### config.mk
export PLATFORM = sky130hd
export DESIGN_NAME = grid_face_child_index
export DESIGN_NICKNAME = d
export VERILOG_FILES = /design/src/rtl/gfci_pkg.sv /design/src/rtl/gfci_cell.sv /design/src/rtl/gfci_child.sv /design/src/rtl/grid_face_child_index.sv
export SDC_FILE = /design/constraint.sdc
export NUM_CORES = 2
export LEC_CHECK = 0
export ABC_AREA = 0
export BUFFER_PORTS_ARGS = -buffer_cell sky130_fd_sc_hd__buf_4
export CAP_MARGIN = 30
export CORE_AREA = 2 2 384 386
export CTS_CLUSTER_DIAMETER = 150
export DETAILED_ROUTE_END_ITERATION = 8
export DIE_AREA = 0 0 386 388
export HOLD_SLACK_MARGIN = 0.15
export PLACE_DENSITY = 0.84
export SYNTH_ARGS = -nofsm -noshare
export SYNTH_HDL_FRONTEND = slang
export SYNTH_SLANG_ARGS = --single-unit
export TNS_END_PERCENT = 1
### constraint.sdc
create_clock -name clk -period 20.6 [get_ports clk]
set_input_delay 1.03 -clock clk [delete_from_list [all_inputs] [get_ports clk]]
set_output_delay 1.03 -clock clk [all_outputs]
set_load 0.01 [all_outputs]
### src/rtl/gfci_pkg.sv
// Shared constants, types and a helper function for the grid face child index block.
`default_nettype none
package gfci_pkg;
  localparam int MaxLevel = 8;
  localparam int LvW = 4;
  localparam int IdxW = 26;
  localparam int ChW = 29;
  localparam int CoW = 8;
  // Quotient bits of one divide; each cell retires QB of them.
  localparam int QW = 9;
  localparam int QB = 3;
  localparam int NDiv = QW / QB;
  // Slice divide cells followed by row divide cells.
  localparam int NCells = 2 * NDiv;
  localparam int LoW = 4;

  localparam logic [1:0] ORIENT_X = 2'd0;
  localparam logic [1:0] ORIENT_Y = 2'd1;
  localparam logic [1:0] ORIENT_Z = 2'd2;

  // Work word handed from cell to cell.
  typedef struct packed {
    logic            vld;
    logic [LvW-1:0]  lv;
    logic [IdxW-1:0] rem;
    logic [CoW-1:0]  s;
    logic [CoW-1:0]  r;
    logic [1:0]      orient;
    logic            oor;
  } work_t;

  // Faces in one slice: 3n^2 - 2n, level already saturated.
  function automatic logic [IdxW-1:0] slice_faces(input logic [LvW-1:0] lv);
    logic [IdxW-1:0] n;
    begin
      n = IdxW'(1) << lv;
      slice_faces = IdxW'(3) * (n << lv) - (n << 1);
    end
  endfunction
endpackage
`default_nettype wire

### src/rtl/gfci_cell.sv
// One divide cell: retires QB quotient bits of the slice or the row of a face.
`default_nettype none
module gfci_cell (
  input  wire logic                     clk,
  input  wire logic                     rst,
  input  wire logic                     en,
  input  wire logic                     stage,
  input  wire logic [gfci_pkg::LoW-1:0] lo,
  input  wire gfci_pkg::work_t          in,
  output gfci_pkg::work_t               out
);
  gfci_pkg::work_t nx;
  logic [gfci_pkg::IdxW-1:0] n, dv, rm, xy;
  logic [gfci_pkg::IdxW+gfci_pkg::QW-1:0] t;
  logic [gfci_pkg::QB-1:0] q;
  logic first, last;

  assign first = (lo == gfci_pkg::LoW'(gfci_pkg::QW - gfci_pkg::QB));
  assign last  = (lo == '0);

  always_comb begin
    nx = in;
    n  = gfci_pkg::IdxW'(1) << in.lv;
    xy = (n << (in.lv + 1)) - (n << 1);
    if (stage == 1'b0) dv = gfci_pkg::slice_faces(in.lv);
    else               dv = (n << 1) - 1'b1;
    rm = in.rem;
    q  = '0;
    t  = '0;
    if (stage == 1'b1 && in.orient == gfci_pkg::ORIENT_Z) begin
      // pass a finished z split through
      nx = in;
    end else if (stage == 1'b1 && first && rm >= xy) begin
      // z faces: row and column are a plain split by n
      nx.orient = gfci_pkg::ORIENT_Z;
      rm = rm - xy;
      nx.r = gfci_pkg::CoW'(rm >> in.lv);
      nx.rem = rm & (n - 1'b1);
    end else begin
      for (int j = gfci_pkg::QB - 1; j >= 0; j--) begin
        t = (gfci_pkg::IdxW+gfci_pkg::QW)'(dv) << (lo + gfci_pkg::LoW'(j));
        if ({{gfci_pkg::QW{1'b0}}, rm} >= t) begin
          rm = rm - gfci_pkg::IdxW'(t);
          q[j] = 1'b1;
        end
      end
      nx.rem = rm;
      if (stage == 1'b0) nx.s = gfci_pkg::CoW'({in.s, q});
      else begin
        nx.r = gfci_pkg::CoW'({in.r, q});
        if (last) begin
          if (rm < n - 1'b1) nx.orient = gfci_pkg::ORIENT_X;
          else begin
            nx.orient = gfci_pkg::ORIENT_Y;
            nx.rem = rm - (n - 1'b1);
          end
        end
      end
    end
  end

  always_ff @(posedge clk) begin
    if (rst) out.vld <= 1'b0;
    else if (en) begin
      out <= nx;
    end
  end
endmodule
`default_nettype wire

### src/rtl/gfci_child.sv
// Final cell: builds the four child indices from orientation, column, row and slice.
`default_nettype none
module gfci_child (
  input  wire logic            clk,
  input  wire logic            rst,
  input  wire logic            en,
  input  wire gfci_pkg::work_t in,
  output logic                 vld,
  output logic [1:0]           orientation,
  output logic [7:0]           column,
  output logic [7:0]           row,
  output logic [7:0]           slice,
  output logic [28:0]          child_first,
  output logic [28:0]          child_second,
  output logic [28:0]          child_third,
  output logic [28:0]          child_fourth,
  output logic                 out_of_range
);
  localparam int W = gfci_pkg::ChW;
  logic [W-1:0] m, f, st, xy, c, r, s, b0, b1, k0, k1;
  logic [W-1:0] a0, a1, a2, a3;

  always_comb begin
    m  = W'(2) << in.lv;
    f  = W'(3) * (m << (in.lv + 1)) - (m << 1);
    st = (m << 1) - 1'b1;
    xy = (m << (in.lv + 2)) - (m << 1);
    c  = W'(in.rem[gfci_pkg::CoW-1:0]);
    r  = W'(in.r);
    s  = W'(in.s);
    b0 = (s << 1) * f;
    b1 = b0 + f;
    a0 = '0; a1 = '0; a2 = '0; a3 = '0;
    k0 = '0; k1 = '0;
    case (in.orient)
      gfci_pkg::ORIENT_X: begin
        k0 = (r << 1) * st + (c << 1) + 1'b1;
        k1 = k0 + st;
        a0 = b0 + k0; a1 = b1 + k0; a2 = b0 + k1; a3 = b1 + k1;
      end
      gfci_pkg::ORIENT_Y: begin
        k0 = ((r << 1) + 1'b1) * st + (c << 1) + m - 1'b1;
        a0 = b0 + k0; a1 = b1 + k0; a2 = b0 + k0 + 1'b1; a3 = b1 + k0 + 1'b1;
      end
      default: begin
        k0 = b1 + xy + (r << 1) * m + (c << 1);
        a0 = k0; a1 = k0 + m; a2 = k0 + 1'b1; a3 = k0 + m + 1'b1;
      end
    endcase
  end

  always_ff @(posedge clk) begin
    if (rst) vld <= 1'b0;
    else if (en) begin
      vld <= in.vld;
      out_of_range <= in.oor;
      orientation  <= in.oor ? gfci_pkg::ORIENT_X : in.orient;
      column       <= in.oor ? '0 : in.rem[gfci_pkg::CoW-1:0];
      row          <= in.oor ? '0 : in.r;
      slice        <= in.oor ? '0 : in.s;
      child_first  <= in.oor ? '0 : a0;
      child_second <= in.oor ? '0 : a1;
      child_third  <= in.oor ? '0 : a2;
      child_fourth <= in.oor ? '0 : a3;
    end
  end
endmodule
`default_nettype wire

### src/rtl/grid_face_child_index.sv
// Top level: grid face decode and child index pipeline.
// Each request is decoded into orientation, column, row and slice of a face in a cubic
// grid of 2^level boxes per side, and its four child face indices at level+1 are returned.
// The pipeline takes one request per cycle when it is not stalled. It has seven register
// stages: three slice divide cells, three row divide cells, each retiring three quotient
// bits, and the child build cell.
// Requests beyond the grid come back with out_of_range set and all other fields zero.
// Levels above eight act as eight. The whole pipeline stalls while the result is not taken.
`default_nettype none
module grid_face_child_index (
  input  wire logic        clk,
  input  wire logic        rst,
  input  wire logic        cfg_valid,
  output logic             cfg_ready,
  input  wire logic [3:0]  cfg_data,
  input  wire logic        in_valid,
  output logic             in_ready,
  input  wire logic [25:0] face_index,
  output logic             out_valid,
  input  wire logic        out_ready,
  output logic [1:0]       orientation,
  output logic [7:0]       column,
  output logic [7:0]       row,
  output logic [7:0]       slice,
  output logic [28:0]      child_first,
  output logic [28:0]      child_second,
  output logic [28:0]      child_third,
  output logic [28:0]      child_fourth,
  output logic             out_of_range
);
  logic [3:0] level;
  logic [3:0] lv;
  logic en;
  gfci_pkg::work_t head;
  gfci_pkg::work_t w [gfci_pkg::NCells+1];
  logic [gfci_pkg::IdxW+8:0] tot;

  assign cfg_ready = 1'b1;
  always_ff @(posedge clk) begin
    if (rst) level <= '0;
    else if (cfg_valid) level <= cfg_data;
  end

  assign en = !out_valid || out_ready;
  assign in_ready = en;
  assign lv = (level > 4'(gfci_pkg::MaxLevel)) ? 4'(gfci_pkg::MaxLevel) : level;
  assign tot = (gfci_pkg::IdxW+9)'(gfci_pkg::slice_faces(lv)) << lv;

  always_comb begin
    head.vld = in_valid;
    head.lv = lv;
    head.rem = face_index;
    head.s = '0;
    head.r = '0;
    head.orient = gfci_pkg::ORIENT_X;
    head.oor = {9'd0, face_index} >= tot;
  end

  assign w[0] = head;

  for (genvar g = 0; g < gfci_pkg::NCells; g++) begin : g_cell
    gfci_cell u_cell (
      .clk(clk), .rst(rst), .en(en),
      .stage(1'(g / gfci_pkg::NDiv)),
      .lo(4'(gfci_pkg::QW - gfci_pkg::QB * (g % gfci_pkg::NDiv + 1))),
      .in(w[g]), .out(w[g+1])
    );
  end

  gfci_child u_child (
    .clk(clk), .rst(rst), .en(en), .in(w[gfci_pkg::NCells]), .vld(out_valid),
    .orientation(orientation), .column(column), .row(row), .slice(slice),
    .child_first(child_first), .child_second(child_second),
    .child_third(child_third), .child_fourth(child_fourth),
    .out_of_range(out_of_range)
  );
endmodule
`default_nettype wire
; Word-level counts from Yosys, hierarchy flattened
; Cells that the tools add are included.
[classes]
n_mux = 53
n_mul = 8
n_shift = 15
add_sub_neg = 57
bitwise_logic = 2
n_lt_le_gt_ge = 22
n_eq_ne = 3
reduce_logical = 4
[ops]
columns = op, n
row1 = 26-bit two-way mux, 27
row2 = 26-bit subtractor, 23
row3 = 29-bit adder, 12
row4 = 29-bit case mux with 2 select lines, 4
row5 = 29-bit by 1-bit adder with 29-bit output (second input constant), 5
row6 = 1-bit by 4-bit << shifter with 26-bit output (first input constant), 5
row7 = 26-bit by 1-bit subtractor with 26-bit output (second input constant), 5
row8 = 29-bit by 9-bit adder with 29-bit output, 3
row9 = 8-bit by 29-bit multiplier with 28-bit output, 3
row10 = 26-bit greater-or-equal comparator, 3
row11 = 2-bit by 26-bit multiplier with 26-bit output (first input constant), 3
row12 = 26-bit by 4-bit << shifter with 26-bit output, 3
row13 = 26-bit by 34-bit greater-or-equal comparator with 1-bit output, 2
row14 = 26-bit by 33-bit greater-or-equal comparator with 1-bit output, 2
row15 = 26-bit by 32-bit greater-or-equal comparator with 1-bit output, 2
row16 = 29-bit by 32-bit << shifter with 29-bit output, 2
row17 = 26-bit by 31-bit greater-or-equal comparator with 1-bit output, 2
row18 = 26-bit by 30-bit greater-or-equal comparator with 1-bit output, 2
row19 = 26-bit by 29-bit greater-or-equal comparator with 1-bit output, 2
row20 = 29-bit by 1-bit subtractor with 29-bit output (second input constant), 2
row21 = 29-bit subtractor, 2
row22 = 26-bit by 28-bit greater-or-equal comparator with 1-bit output, 2
row23 = 26-bit by 27-bit greater-or-equal comparator with 1-bit output, 2
row24 = 44-bit two-way mux, 1
row25 = other kinds (26), 45
[word_totals]
reg_bits = 391
out_inout_bits = 146
word_cells = 212
inputBits = 35

; Depth between registers and ports, before layout
[depth]
word_depth = 14
ltp_mapped = 73

; Cells and area by module
; From an unflattened synthesis, not the netlist that was laid out.
[hier_totals]
cells_unflattened = 23191
hier_area_um2 = 169874.2
[modules_own_cells]
columns = mod, cells_per_inst, area_per_inst_um2, n_inst
row1 = gfci_child, 5362, 45358.5, 1
row2 = gfci_cell (g_cell[0].u_cell ...), 2905, 20284.5, 2
row3 = gfci_cell (g_cell[3].u_cell), 2980, 20687.3, 1
row4 = gfci_cell (g_cell[4].u_cell), 2842, 19972.9, 1
row5 = gfci_cell (g_cell[5].u_cell), 2816, 19851.5, 1
row6 = gfci_cell (g_cell[1].u_cell), 2866, 19806.5, 1
row7 = grid_face_child_index, 515, 3628.5, 1

; Worst setup path before layout
; Ideal clock, no wire load.
[synth_timing]
path_kind = input -> register
startpoint = input port rst
endpoint = register g_cell[0].u_cell.out[0] (netlist bit), enable pin
required_ns = 19.476
setup_slack_ns = 2.652
cell_stages = 2
arrival_time_ns = 16.824
path_cell_list = clkbuf_1 > nor2_1
[synth_via]
elab_chain_cells = 2
[synth_rtl]
columns = item, line_no
row1 = "start, declared", grid_face_child_index.sv:12  ; input wire logic rst,
row2 = 1-bit NOT (no source line), --
row3 = 2-bit AND reduction (no source line), --
row4 = "end signal, assigned", gfci_cell.sv:65  ; out <= nx;
row5 = "end, declared", gfci_cell.sv:10  ; output gfci_pkg::work_t out
; Every way passes these cells.
; A chain may end at the register's enable or synchronous reset.

==> impl_metrics.tcl <==
set metrics [dict create \
    status "finished, final reports clean" \
    core_um2 145200 \
    port_buffers 179 \
    critPathArrivalTime_ns 16.88 \
    routed_via_density 6.236 \
    crit_path_start_kind "flip-flop" \
    drc 0 \
    rows 140 \
    ys_seq_area_frac 0.1328 \
    path_buf_inv 4 \
    min_period_ns 16.45 \
    track_usage 0.3577 \
    grt_pass1_vias 77060 \
    cts_root_buffer "clkbuf_16" \
    finalClockSkew_ns 0.01981 \
    grt_use_met2 0.5786 \
    insertion_delay_ns 0.67 \
    gp_congestion 1.027 \
    drt-initial-drc-count 7713 \
    cts_inserted_buffers 49 \
    cts_tree "built" \
    htreeDepth 2 \
    endpoint_kind "flip-flop" \
    clk_pin_slew_ns 0.06 \
    cap_violations 0 \
    cts.sinks 387 \
    vias 78510 \
    syn_area_per_cell_um2 8.286 \
    hold_path_class "reg2reg" \
    grt_antenna_before_repair 0 \
    floorplan.die.width_um 386 \
    final_nets 12470 \
    grt_max_degree 144 \
    yosysWarningCount 0 \
    rsz0062_at_grt "false" \
    antenna_cells 0 \
    start_util 0.5969 \
    routed_wl_um 271200 \
    die_height_um 388 \
    grt.busiest_layer "met2" \
    first_pass_iters 9 \
    area_growth_pct 6.589 \
    postCtsHoldBufs 0 \
    finalMaxSlewViolations 0 \
    critPathTopFamily "compound AO/OA/AOI/OAI gates" \
    hold_viol_final 0 \
    n_fill_cell 12300 \
    grt-ovfl-total 0 \
    syn-cell-area_um2 86680 \
    max_clock_freq_ghz 0.06077 \
    async_reset_ff_frac 0 \
    setup_viol 0 \
    cts_resized 0 \
    grt_use_met3 0.05059 \
    required_ns 21.02 \
    io_pins 181 \
    synth_edf_count 376 \
    slowest_stage "or4_1" \
    ys_types 113 \
    crit_fanout 39 \
    wl_per_cell_um 21.54 \
    hpwl_um 220700 \
    cts_setup_buffers 0 \
    relSlewSlack 0.2113 \
    crit_top_cell "o21ai_0" \
    drtAntennaViolNets 0 \
    synthFlopType "edfxtp_1" \
    cts.path.max_buffers 3 \
    tightest_slew_ns 1.168 \
    finalCritPeriodShare 0.7988 \
    use_met1 0.4646 \
    synthCells 10460 \
    critical_path_class "reg2reg" \
    setup_tns_ns 0 \
    cpPeakStageDelay_ns 0.74 \
    die-area_um2 149800 \
    grt_pass1_wl_um 424700 \
    layout-drive-gt1-share 0.06456 \
    ys_ff_latch 387 \
]
[state kept, by name (all words and copies together) (netlist names)]
name                  flops
u_child.slice             8
u_child.child_first      28
u_child.vld               1
u_child.out_of_range      1
u_child.child_second     29
g_cell.u_cell.out       241
u_child.orientation       2
u_child.row               8
u_child.column            8
u_child.child_fourth     29
level                     4
u_child.child_third      28
[cells by family after synthesis]
kind of cell    Yosys count  share of synthesized area
mux                     350                    0.04379
simple gates           2886                     0.1604
flops                   387                     0.1328
xor+xnor                811                    0.08331
fa+ha+maj              1800                     0.3191
compound gates         2575                     0.1885
buf+inv                1650                    0.07201
other cells               2                 0.00008664
[cell usage in the layout (no fill, tap or decap), types with 160 or more instances in the layout]
cell	count
a21o_1	321
a21oi_1	798
and2_1	255
buf_4	300
edfxtp_1	376
fa_1	685
ha_1	1112
inv_1	1332
mux2_2	181
mux2i_1	161
nand2_1	856
nand3_1	188
nor2_1	697
nor2b_1	160
nor3_1	182
o21ai_0	499
xnor2_1	559
xor2_1	243
[worst register-to-register path: cells and delay by family, from the launching register on]
| family | cells | cell delay [ns] |
|---|---|---|
| and+or+nand+nor | 8 | 2.53 |
| DFF | 1 | 0.67 |
| AOI/OAI and AO/OA | 44 | 8.61 |
| xor gates and xnor gates | 1 | 0.33 |
| adders and majority gates | 5 | 1.79 |
| muxes | 2 | 0.84 |
| buffers and inverters | 4 | 1.43 |
[Yosys cell counts (all sizes together), types with 76 or more instances]
master,n,area share
nand2,858,0.037
o21bai,135,0.012
fa,685,0.16
nand4,102,0.0074
ha,1112,0.16
edfxtp,376,0.13
and3,82,0.0059
mux2i,161,0.019
nand2b,130,0.0094
clkbuf,240,0.010
xnor2,562,0.057
a211oi,76,0.0066
o21ai,545,0.031
nand3,188,0.011
nor3,185,0.011
a21o,322,0.028
and2,257,0.019
xor2,243,0.025
nor2,702,0.030
o21a,117,0.010
nor2b,161,0.012
mux2,184,0.024
a21oi,804,0.047
inv,1348,0.058
[layer usage]
metal,part of all wire,vias to the layer above
met5,0,-
met4,0.060,0
met3,0.083,798
met2,0.46,3781
met1,0.40,37440
li1,-,36500
[through the flow]
stage / cell area, um2 / cells / setup WS [ns] / hold slack (ns) / util
final: 92390 / 12590 / 4.145 / 0.4211 / 0.6363
after global routing: 92390 / 12590 / 2.854 / 0.4263 / 0.6363
after CTS: 92370 / 12590 / 4.451 / 0.4199 / 0.6361
after detailed placement: 90720 / 12500 / 4.512 / 0.4056 / 0.6247
after global placement: 90650 / 12490 / 4.964 / 0.4011 / 0.6243
after floorplan: 87130 / 10580 / 2.652 / 0.4003 / -
[final timing paths]
kind | startpoint | endpoint | slack, ns | depth (start not counted)
setup / recovery | g_cell[4].u_cell.out[46] | g_cell[5].u_cell.out[19] | 4.15 | 64
hold / removal | g_cell[3].u_cell.out[17] | g_cell[4].u_cell.out[17] | 0.42 | 0
setup reg to reg | g_cell[4].u_cell.out[46] | g_cell[5].u_cell.out[19] | 4.15 | 64
hold reg to reg | g_cell[3].u_cell.out[17] | g_cell[4].u_cell.out[17] | 0.42 | 0
[layout make-up]
type                    instances  area, um2  share of cell area
flip-flops and latches        387      11510              0.1246
clock buffers                  56       1274             0.01379
inverters                    1353       5079             0.05497
multi-input cells            8542      69450              0.7517
clock inverters                32      377.9            0.004090
repair buffers                303       2305             0.02494
well taps                    1917       2399             0.02596
Power is left out: the tool's default activity adds up to more than one toggle a clock period on the data nets, which glitch-free logic cannot reach.
